[src/sv/plt_pkg.sv]
`default_nettype none

package plt_pkg;

	// Default sizes of the list storage.
	localparam int PLT_CAPACITY   = 128;
	localparam int PLT_DATA_WIDTH = 32;

	// Fixed widths of the request and response fields.
	localparam int FUNC_W = 3;
	localparam int POS_W  = 8;
	localparam int ITEM_W = 32;
	localparam int LEN_W  = 8;

	// Request operation codes.
	typedef enum logic [FUNC_W-1:0] {
		F_INSERT = 3'd0,
		F_REMOVE = 3'd1,
		F_READ   = 3'd2,
		F_WRITE  = 3'd3,
		F_CLEAR  = 3'd4
	} plt_func_t;

	// Source of the memory read address.
	typedef enum logic [1:0] {
		RA_DOWN,
		RA_UP,
		RA_POS
	} plt_rd_addr_t;

	// Commands from the controller to the datapath.
	typedef struct packed {
		logic         req_ready;
		logic         latch;
		logic         ptr_load_cnt;
		logic         ptr_load_pos;
		logic         ptr_dec;
		logic         ptr_inc;
		logic         mem_rd;
		plt_rd_addr_t ra;
		logic         mem_wr;
		logic         wr_item;
		logic         cnt_inc;
		logic         cnt_dec;
		logic         cnt_clr;
		logic         rsp_load;
		logic         res_ok;
		logic         res_rd;
	} plt_cmd_t;

	// Status from the datapath to the controller.
	typedef struct packed {
		logic              req_valid;
		logic [FUNC_W-1:0] func;
		logic              ins_ok;
		logic              use_ok;
		logic              ptr_at_pos;
		logic              ptr_last;
		logic              out_free;
	} plt_sts_t;

endpackage

`default_nettype wire

[src/sv/plt_req_if.sv]
`default_nettype none

interface plt_req_if import plt_pkg::*; ();
	logic              valid;
	logic              ready;
	logic [FUNC_W-1:0] func;
	logic [POS_W-1:0]  position;
	logic [ITEM_W-1:0] item_value;

	modport source (output valid, output func, output position, output item_value,
		input ready);
	modport sink (input valid, input func, input position, input item_value,
		output ready);
endinterface

`default_nettype wire

[src/sv/plt_rsp_if.sv]
`default_nettype none

interface plt_rsp_if import plt_pkg::*; ();
	logic              valid;
	logic              ready;
	logic              ok;
	logic [ITEM_W-1:0] read_value;
	logic [LEN_W-1:0]  length;
	logic              empty_res;

	modport source (output valid, output ok, output read_value, output length,
		output empty_res, input ready);
	modport sink (input valid, input ok, input read_value, input length,
		input empty_res, output ready);
endinterface

`default_nettype wire

[src/sv/plt_dpath.sv]
`default_nettype none

module plt_dpath import plt_pkg::*; #(
	parameter int CAPACITY   = PLT_CAPACITY,
	parameter int DATA_WIDTH = PLT_DATA_WIDTH
) (
	input  logic      clk,
	input  logic      arst_n,
	plt_req_if.sink   req,
	plt_rsp_if.source rsp,
	input  plt_cmd_t  cmd,
	output plt_sts_t  sts
);

	localparam int AW    = $clog2(CAPACITY);
	localparam int CNT_W = $clog2(CAPACITY + 1);
	localparam int CMP_W = ((CNT_W > POS_W) ? CNT_W : POS_W) + 1;

	logic [DATA_WIDTH-1:0] mem [CAPACITY];

	logic [FUNC_W-1:0]     func_q;
	logic [POS_W-1:0]      pos_q;
	logic [DATA_WIDTH-1:0] item_q;
	logic [CNT_W-1:0]      ptr_q;
	logic [CNT_W-1:0]      cnt_q;
	logic [DATA_WIDTH-1:0] rdata_q;

	logic                  out_valid_q;
	logic                  ok_out_q;
	logic [ITEM_W-1:0]     rd_out_q;
	logic [LEN_W-1:0]      len_out_q;
	logic                  empty_out_q;

	logic [CMP_W-1:0]      pos_w;
	logic [CMP_W-1:0]      cnt_w;
	logic [CNT_W-1:0]      pos0;
	logic [CNT_W-1:0]      raddr;
	logic [CNT_W-1:0]      waddr;
	logic [DATA_WIDTH-1:0] wdata;

	assign pos_w = CMP_W'(pos_q);
	assign cnt_w = CMP_W'(cnt_q);
	assign pos0  = CNT_W'(pos_w - CMP_W'(1));

	always_comb begin
		sts.req_valid  = req.valid;
		sts.func       = func_q;
		sts.ins_ok     = (pos_q != '0) && (pos_w <= cnt_w + CMP_W'(1)) &&
			(cnt_w < CMP_W'(CAPACITY));
		sts.use_ok     = (pos_q != '0) && (pos_w <= cnt_w);
		sts.ptr_at_pos = (ptr_q == pos0);
		sts.ptr_last   = ((CMP_W'(ptr_q) + CMP_W'(1)) == cnt_w);
		sts.out_free   = !out_valid_q || rsp.ready;
	end

	always_comb begin
		case (cmd.ra)
			RA_DOWN: raddr = ptr_q - CNT_W'(1);
			RA_UP:   raddr = ptr_q + CNT_W'(1);
			RA_POS:  raddr = pos0;
			default: raddr = pos0;
		endcase
		waddr = cmd.wr_item ? pos0 : ptr_q;
		wdata = cmd.wr_item ? item_q : rdata_q;
	end

	assign req.ready = cmd.req_ready;

	// List storage: one write and one registered read per cycle.
	always_ff @(posedge clk) begin
		if (cmd.mem_wr) begin
			mem[waddr[AW-1:0]] <= wdata;
		end
		if (cmd.mem_rd) begin
			rdata_q <= mem[raddr[AW-1:0]];
		end
	end

	always_ff @(posedge clk) begin
		if (cmd.latch) begin
			func_q <= req.func;
			pos_q  <= req.position;
			item_q <= DATA_WIDTH'(req.item_value);
		end
		if (cmd.ptr_load_cnt) begin
			ptr_q <= cnt_q;
		end else if (cmd.ptr_load_pos) begin
			ptr_q <= pos0;
		end else if (cmd.ptr_dec) begin
			ptr_q <= ptr_q - CNT_W'(1);
		end else if (cmd.ptr_inc) begin
			ptr_q <= ptr_q + CNT_W'(1);
		end
		if (cmd.rsp_load) begin
			ok_out_q    <= cmd.res_ok;
			rd_out_q    <= cmd.res_rd ? ITEM_W'(rdata_q) : '0;
			len_out_q   <= cnt_w[LEN_W-1:0];
			empty_out_q <= (cnt_q == '0);
		end
	end

	always_ff @(posedge clk or negedge arst_n) begin
		if (!arst_n) begin
			cnt_q       <= '0;
			out_valid_q <= 1'b0;
		end else begin
			if (cmd.cnt_clr) begin
				cnt_q <= '0;
			end else if (cmd.cnt_inc) begin
				cnt_q <= cnt_q + CNT_W'(1);
			end else if (cmd.cnt_dec) begin
				cnt_q <= cnt_q - CNT_W'(1);
			end
			if (cmd.rsp_load) begin
				out_valid_q <= 1'b1;
			end else if (rsp.ready) begin
				out_valid_q <= 1'b0;
			end
		end
	end

	assign rsp.valid      = out_valid_q;
	assign rsp.ok         = ok_out_q;
	assign rsp.read_value = rd_out_q;
	assign rsp.length     = len_out_q;
	assign rsp.empty_res  = empty_out_q;

	a_cnt_range: assert property (@(posedge clk) disable iff (!arst_n)
		CMP_W'(cnt_q) <= CMP_W'(CAPACITY))
		else $error("item count beyond capacity");

	a_no_grow_full: assert property (@(posedge clk) disable iff (!arst_n)
		cmd.cnt_inc |-> (CMP_W'(cnt_q) < CMP_W'(CAPACITY)))
		else $error("insert into a full list");

	a_wr_in_range: assert property (@(posedge clk) disable iff (!arst_n)
		cmd.mem_wr |-> (CMP_W'(waddr) < CMP_W'(CAPACITY)))
		else $error("memory write outside the list");

	a_no_overwrite: assert property (@(posedge clk) disable iff (!arst_n)
		cmd.rsp_load |-> (!out_valid_q || rsp.ready))
		else $error("pending result overwritten");

endmodule

`default_nettype wire

[src/sv/plt_ctrl.sv]
`default_nettype none

module plt_ctrl import plt_pkg::*; (
	input  logic     clk,
	input  logic     arst_n,
	input  plt_sts_t sts,
	output plt_cmd_t cmd
);

	typedef enum logic [2:0] {
		S_IDLE,
		S_DECODE,
		S_SHIFT_RD,
		S_SHIFT_WR,
		S_PUT,
		S_FINISH
	} state_t;

	state_t state_q, state_d;
	logic   ok_q, ok_d;
	logic   rd_q, rd_d;
	logic   is_insert;

	assign is_insert = (sts.func == F_INSERT);

	always_comb begin
		cmd     = '0;
		cmd.ra  = RA_POS;
		state_d = state_q;
		ok_d    = ok_q;
		rd_d    = rd_q;
		case (state_q)
			S_IDLE: begin
				cmd.req_ready = 1'b1;
				if (sts.req_valid) begin
					cmd.latch = 1'b1;
					state_d   = S_DECODE;
				end
			end
			S_DECODE: begin
				ok_d    = 1'b0;
				rd_d    = 1'b0;
				state_d = S_FINISH;
				case (sts.func)
					F_INSERT: begin
						if (sts.ins_ok) begin
							cmd.ptr_load_cnt = 1'b1;
							state_d          = S_SHIFT_RD;
						end
					end
					F_REMOVE: begin
						if (sts.use_ok) begin
							cmd.ptr_load_pos = 1'b1;
							state_d          = S_SHIFT_RD;
						end
					end
					F_READ: begin
						if (sts.use_ok) begin
							cmd.mem_rd = 1'b1;
							cmd.ra     = RA_POS;
							ok_d       = 1'b1;
							rd_d       = 1'b1;
						end
					end
					F_WRITE: begin
						if (sts.use_ok) begin
							cmd.mem_wr  = 1'b1;
							cmd.wr_item = 1'b1;
							ok_d        = 1'b1;
						end
					end
					F_CLEAR: begin
						cmd.cnt_clr = 1'b1;
						ok_d        = 1'b1;
					end
					default: begin
						ok_d = 1'b0;
					end
				endcase
			end
			S_SHIFT_RD: begin
				if (is_insert) begin
					if (sts.ptr_at_pos) begin
						state_d = S_PUT;
					end else begin
						cmd.mem_rd = 1'b1;
						cmd.ra     = RA_DOWN;
						state_d    = S_SHIFT_WR;
					end
				end else begin
					if (sts.ptr_last) begin
						cmd.cnt_dec = 1'b1;
						ok_d        = 1'b1;
						state_d     = S_FINISH;
					end else begin
						cmd.mem_rd = 1'b1;
						cmd.ra     = RA_UP;
						state_d    = S_SHIFT_WR;
					end
				end
			end
			S_SHIFT_WR: begin
				cmd.mem_wr  = 1'b1;
				cmd.ptr_dec = is_insert;
				cmd.ptr_inc = !is_insert;
				state_d     = S_SHIFT_RD;
			end
			S_PUT: begin
				cmd.mem_wr  = 1'b1;
				cmd.wr_item = 1'b1;
				cmd.cnt_inc = 1'b1;
				ok_d        = 1'b1;
				state_d     = S_FINISH;
			end
			S_FINISH: begin
				if (sts.out_free) begin
					cmd.rsp_load = 1'b1;
					cmd.res_ok   = ok_q;
					cmd.res_rd   = rd_q;
					state_d      = S_IDLE;
				end
			end
			default: begin
				state_d = S_IDLE;
			end
		endcase
	end

	always_ff @(posedge clk or negedge arst_n) begin
		if (!arst_n) begin
			state_q <= S_IDLE;
			ok_q    <= 1'b0;
			rd_q    <= 1'b0;
		end else begin
			state_q <= state_d;
			ok_q    <= ok_d;
			rd_q    <= rd_d;
		end
	end

endmodule

`default_nettype wire

[src/sv/positional_list_table.sv]
// Positional list table: an ordered list of up to CAPACITY entries, numbered from one.
// Requests arrive as beats on the req channel (func, position, item_value) and each one
// produces exactly one response beat on the rsp channel (ok, read_value, length,
// empty_res). Both channels use a valid/ready handshake; a beat moves when both are high.
// One request is worked on at a time. Read, write, clear and any rejected request go
// from the decode state to the finish state, where their response is loaded. An insert
// or a remove moves the entries one at a time through the list memory, a read in one
// cycle and the write in the next, so the length of the shift sets how long it takes;
// an insert then writes the new item at its position and counts it in.
// The response sits in an output register, so the next request is accepted while an
// earlier response is still waiting; if the receiver stalls, the block finishes its
// current request and then holds until the output register is taken.
// Reset clears the item count, the output valid flag and the sequencer state; the list memory is not
// cleared, as no entry can be read before it has been written. No clearing pass is run,
// and a request may be presented in the first cycle after reset is released.
`default_nettype none

module positional_list_table import plt_pkg::*; #(
	parameter int CAPACITY   = PLT_CAPACITY,
	parameter int DATA_WIDTH = PLT_DATA_WIDTH
) (
	input  logic      clk,
	input  logic      arst_n,
	plt_req_if.sink   req,
	plt_rsp_if.source rsp
);

	// Command and status bundles between the sequencer and the datapath.
	plt_cmd_t cmd;
	plt_sts_t sts;

	// The sequencer decides each request and steps through the entry shifts.
	plt_ctrl u_ctrl (
		.clk    (clk),
		.arst_n (arst_n),
		.sts    (sts),
		.cmd    (cmd)
	);

	// The datapath holds the list memory, the item count and the response register.
	plt_dpath #(
		.CAPACITY   (CAPACITY),
		.DATA_WIDTH (DATA_WIDTH)
	) u_dpath (
		.clk    (clk),
		.arst_n (arst_n),
		.req    (req),
		.rsp    (rsp),
		.cmd    (cmd),
		.sts    (sts)
	);

endmodule

`default_nettype wire
[src/flat_wrapper.sv]
// flat-port wrapper written by rule: the top's interface ports become plain ports
module positional_list_table_flat import plt_pkg::*;
#(
	parameter int CAPACITY   = PLT_CAPACITY,
	parameter int DATA_WIDTH = PLT_DATA_WIDTH
)
  (clk, arst_n, req_valid, req_func, req_position, req_item_value, req_ready, rsp_valid, rsp_ok, rsp_read_value, rsp_length, rsp_empty_res, rsp_ready);
  plt_req_if req_i ();
  plt_rsp_if rsp_i ();
  input  logic clk;
  input  logic arst_n;
  input wire logic [$bits(req_i.valid)-1:0] req_valid;
  input wire logic [$bits(req_i.func)-1:0] req_func;
  input wire logic [$bits(req_i.position)-1:0] req_position;
  input wire logic [$bits(req_i.item_value)-1:0] req_item_value;
  output wire logic [$bits(req_i.ready)-1:0] req_ready;
  output wire logic [$bits(rsp_i.valid)-1:0] rsp_valid;
  output wire logic [$bits(rsp_i.ok)-1:0] rsp_ok;
  output wire logic [$bits(rsp_i.read_value)-1:0] rsp_read_value;
  output wire logic [$bits(rsp_i.length)-1:0] rsp_length;
  output wire logic [$bits(rsp_i.empty_res)-1:0] rsp_empty_res;
  input wire logic [$bits(rsp_i.ready)-1:0] rsp_ready;
  assign req_i.valid = req_valid;
  assign req_i.func = req_func;
  assign req_i.position = req_position;
  assign req_i.item_value = req_item_value;
  assign req_ready = req_i.ready;
  assign rsp_valid = rsp_i.valid;
  assign rsp_ok = rsp_i.ok;
  assign rsp_read_value = rsp_i.read_value;
  assign rsp_length = rsp_i.length;
  assign rsp_empty_res = rsp_i.empty_res;
  assign rsp_i.ready = rsp_ready;
  positional_list_table #(.CAPACITY(CAPACITY), .DATA_WIDTH(DATA_WIDTH)) u_core (.clk(clk), .arst_n(arst_n), .req(req_i), .rsp(rsp_i));
endmodule
[config.mk]
export PLATFORM = sky130hd
export DESIGN_NAME = positional_list_table_flat
export DESIGN_NICKNAME = d
export VERILOG_FILES = /design/src/sv/plt_pkg.sv /design/src/sv/plt_req_if.sv /design/src/sv/plt_rsp_if.sv /design/src/sv/plt_dpath.sv /design/src/sv/plt_ctrl.sv /design/src/sv/positional_list_table.sv /design/src/flat_wrapper.sv
export SDC_FILE = /design/constraint.sdc
export NUM_CORES = 2
export LEC_CHECK = 0
export ABC_AREA = 0
export BUFFER_PORTS_ARGS = -buffer_cell sky130_fd_sc_hd__buf_2
export CORE_MARGIN = 5
export CORE_UTILIZATION = 50
export DETAILED_ROUTE_END_ITERATION = 6
export MAX_ROUTING_LAYER = met4
export PLACE_DENSITY = 0.8
export SETUP_SLACK_MARGIN = 0.02
export SYNTH_ARGS = -nofsm -noshare
export SYNTH_HDL_FRONTEND = slang
export SYNTH_SLANG_ARGS = --single-unit
[constraint.sdc]
create_clock -name clk -period 5.5 [get_ports clk]
set_clock_uncertainty 0.15 [all_clocks]
set_input_delay 1.1 -clock clk [delete_from_list [all_inputs] [get_ports clk]]
set_output_delay 1.1 -clock clk [all_outputs]
set_load 0.01 [all_outputs]
==> results.tsv <==
stage	metric	value	unit
floorplan	# IOs	91	
timing	final setup violation count	37	
critical_path	Worst setup EP type	register	
floorplan	Initial Util	50.1	%
floorplan	Die X	582	um
clocking	Clock Latency Late Sink	0.95	ns
placement	gpl congestion	1.00	
floorplan	FP Rows	210	
synthesis	Post-Synth XOR/XNOR Area	0.270	%
critical_path	crit path max-delay cell type	nand4_1	
placement	dpl cells	12400	
critical_path	cell mode on critical path	buf_4	
cells_and_area	area delta synth->final	16.4	%
synthesis	adder-cell share of the synthesized area	0.218	%
timing	f_max	175	MHz
worst_hold_path	worst min-delay path class	input pin to register	
synthesis	FF+latch count, synth	4235	
floorplan	CORE AREA	327000	um^2
power_and_ir_drop	cell leakage power	60.5	nW
critical_path	CP required	6.09	ns
critical_path	register-to-register setup slack	-0.22	ns
drt	residual DRC count	11	
synthesis	EDFF count, synth	4221	
synthesis	Yosys cell types	91	
drt	vias per inst	7.12	
synthesis	YS warnings	0	
cells_and_area	share of layout cells above drive strength 1	30.2	%
critical_path	Critical Path Max Stage Delay	0.84	ns
clocking	CTS Sinks	4235	
timing	Worst-Margin Slew	1.37	ns
critical_path	worst path bufs/invs	5	
floorplan	Die H	582	um
critical_path	Worst Path Arrival	6.31	ns
drt	DR pass1 iterations	7	
critical_path	Crit path depth	16	
synthesis	post-synthesis simple-gate area fraction	3.25	%
synthesis	multiplexer share of the synthesized area	13.9	%
clocking	Worst-path clk slew	0.07	ns
synthesis	post-synthesis compound-gate area fraction	3.17	%
synthesis	Mapped Area	164000	um^2
run_status	failing checks	design-rule violations, negative setup slack	
critical_path	Worst R2R Start	u_core.u_dpath.ptr_q[0]	
critical_path	Worst setup startpoint	u_core.u_dpath.ptr_q[0]	
drt	routed vias	94700	
power_and_ir_drop	overall power	101	mW
synthesis	Async SR Flop Fraction	0.331	%
critical_path	R2R depth	16	
critical_path	Setup CP Type	register to register	
drt	1st-iter DRT viols	19300	
synthesis	main combinational cell family by area after synthesis	multiplexers	
timing	Slew headroom	8.72	%
job	maxcap violations	0	
clocking	clk buf depth	4	
grt	first-pass GRT wire length	699000	um
critical_path	startpoint class of the critical path	register	
timing	Slew Viols, Final	0	
run_status	run status	complete, but fails checks	
critical_path	Top Family by Delay on Critical Path	simple AND/OR/NAND/NOR gates	
clocking	H-tree levels	5	
critical_path	crit path to	u_core.u_dpath.rdata_q[28]	
timing	Fin. Hold Viols	0	
timing	final worst path period share	104	%
critical_path	largest fanout on the critical path	17	
clocking	CTS Root Cell	clkbuf_16	
drt	post-route ant nets	0	
drt	Total Wirelength	527000	um
timing	Tmin final	5.72	ns
critical_path	worst reg2reg path endpoint	u_core.u_dpath.rdata_q[28]	
power_and_ir_drop	VDD IR-drop max	0.568	mV
timing	RSZ-0062 raised after global routing	true	
floorplan	die footprint	339000	um^2
cells_and_area	# nets final	8660	
synthesis	mean area per synthesized cell	21.0	um^2
clocking	TritonCTS clock tree	built	
timing	final worst slack	-0.220	ns
synthesis	syn nets	7860	
grt	vias in the first global route	90900	
cells_and_area	Non-Filler Instances	13300	
placement	IO buf count	90	
drt	average wire per standard cell	39.6	um
synthesis	sequential share of the synthesized area	77.6	%
placement	HPWL Detailed	272000	um
clocking	TritonCTS Buffers	393	
critical_path	Critical Path, Cell by Cell	buf_4, nand3_2, nor2_1, o221ai_1, or4_4, nor3_4, buf_4, nor2_1, o21ai_2, buf_4, buf_4, nand2_1, buf_4, nor2_1, nand4_1, nand3_1	
grt	Overall Global Routing Usage	29.9	%
power_and_ir_drop	Power Dens Cells	530	nW/um^2
synthesis	Mapped Cells	7785	
grt	largest net degree at the start of global routing	129	
grt	grt total ovfl	0	
grt	antenna violations before repair	37	
synthesis	Primary FF master, synth	edfxtp_1	
cells by family after synthesis:
logic type / Yosys count
adder cells (fa/ha/maj): 28
buffers and inverters: 481
XOR/XNOR: 48
AND/OR/NAND/NOR: 1178
flip-flops: 4235
multiplexers: 1067
AO/OA/AOI/OAI: 748
flip-flops by register name (all words and copies together), names as in the netlist:
| register | cells |
|---|---|
| u_core.u_dpath.rsp.valid | 1 |
| u_core.u_ctrl.state_q | 3 |
| u_core.u_dpath.item_q | 32 |
| u_core.u_dpath.mem | 4096 |
| u_core.u_dpath.rsp.length | 8 |
| u_core.u_ctrl.ok_q | 1 |
| u_core.u_ctrl.rd_q | 1 |
| u_core.u_dpath.cnt_q | 8 |
| u_core.u_dpath.func_q | 3 |
| u_core.u_dpath.rsp.read_value | 32 |
| u_core.u_dpath.rdata_q | 32 |
| u_core.u_dpath.pos_q | 8 |
| u_core.u_dpath.rsp.empty_res | 1 |
| u_core.u_dpath.rsp.ok | 1 |
| u_core.u_dpath.ptr_q | 8 |
power by group:
group / switching (mW) / leakage (nW) / internal, mW / total [mW]
combinational: 21.0 / 16.1 / 10.5 / 31.5
sequential: 0.500 / 38.2 / 41.4 / 41.9
clock: 12.3 / 6.16 / 15.3 / 27.6
total: 33.9 / 60.5 / 67.2 / 101
through the flow:
| step | cell area (um^2) | TNS (ns) | hold slack, ns | utilization [%] | setup WS, ns |
|---|---|---|---|---|---|
| 3_5_place_dp | 175000 | -2.70 | 0.385 | 53.7 | -0.652 |
| 6_report | 191000 | -1.78 | 0.180 | 58.3 | -0.220 |
| 4_1_cts | 189000 | -0.00633 | 0.137 | 57.7 | -0.00633 |
| 5_1_grt | 191000 | -3.86 | 0.159 | 58.3 | -0.211 |
| 2_1_floorplan | 164000 | -907.46 | 0.301 | - | -0.288 |
| 3_3_place_gp | 175000 | -2.56 | 0.379 | 53.7 | -0.619 |
cell usage after synthesis, drive strengths merged, types with 6 or more instances:
cell type	instances	area share [%]
a211oi	56	0.26
nand2b	13	0.050
nand4	55	0.21
clkbuf	166	0.38
a21oi	150	0.46
nand2	510	1.2
ha	27	0.21
edfxtp	4221	77
o22ai	48	0.18
or2	23	0.088
o221ai	25	0.13
or4	6	0.030
mux4	971	13
a21o	6	0.027
xor2	13	0.069
a311oi	19	0.10
a31oi	54	0.21
dfrtp	14	0.21
a32oi	11	0.059
mux2i	95	0.58
or3	13	0.053
a22oi	247	1.1
xnor2	34	0.19
and2	6	0.023
and3	59	0.23
buf	291	1.2
nor2b	9	0.034
inv	23	0.053
nor3	40	0.13
nor4	13	0.057
a2111oi	9	0.052
o211ai	6	0.027
nor2	237	0.55
nand3	181	0.56
a22o	10	0.053
o21a	10	0.046
o21ai	50	0.16
what timing repair did:
item / in CTS / in global routing
cloned: 7 / 22
gates resized for setup: 52 / 126
endpoints found under the hold margin: 14 / 0
setup buffers: 10 / 81
endpoints found under the setup margin: 24 / 196
pin swaps: 9 / 41
hold buffers: 1 / 0
area by class of cell:
class / instances / area [um^2]
multi-input combinational: 3070 / 35900
fill: 21500 / 136000
clock buffer: 457 / 10200
sequential: 4235 / 127000
tap: 4346 / 5440
clock inverter: 255 / 2490
inverter: 24 / 90.1
antenna: 37 / 92.6
timing repair buffer: 861 / 9360
metal layers:
layer,global-route usage [%],wire [um],vias to the layer above
met4,15.9,40900,0
li1,-,-,34200
met5,-,0,-
met3,9.90,87200,2311
met1,36.9,159000,47200
met2,44.2,239000,11000
worst min-delay path by stage:
stage                             from                      endpoint  cells after the start
2_1_floorplan  u_core.u_dpath.cnt_q[2]  u_core.u_dpath.rsp.length[2]                      0
3_3_place_gp   u_core.u_dpath.cnt_q[6]  u_core.u_dpath.rsp.length[6]                      0
3_5_place_dp   u_core.u_dpath.cnt_q[6]  u_core.u_dpath.rsp.length[6]                      0
4_1_cts             req_item_value[24]     u_core.u_dpath.item_q[24]                      1
5_1_grt             req_item_value[24]     u_core.u_dpath.item_q[24]                      1
6_report            req_item_value[24]     u_core.u_dpath.item_q[24]                      1
cells in the final DEF (no fill, tap or decap), drive strengths merged, types with 55 or more instances in the layout:
cell and n:
a211oi 56, a21oi 150, a22oi 247, and3 59, buf 835, clkbuf 478, clkinv 184, edfxtp 4221
mux2i 95, mux4 971, nand2 510, nand3 181, nand4 55, nor2 238
(Power assumes the default switching activity.)
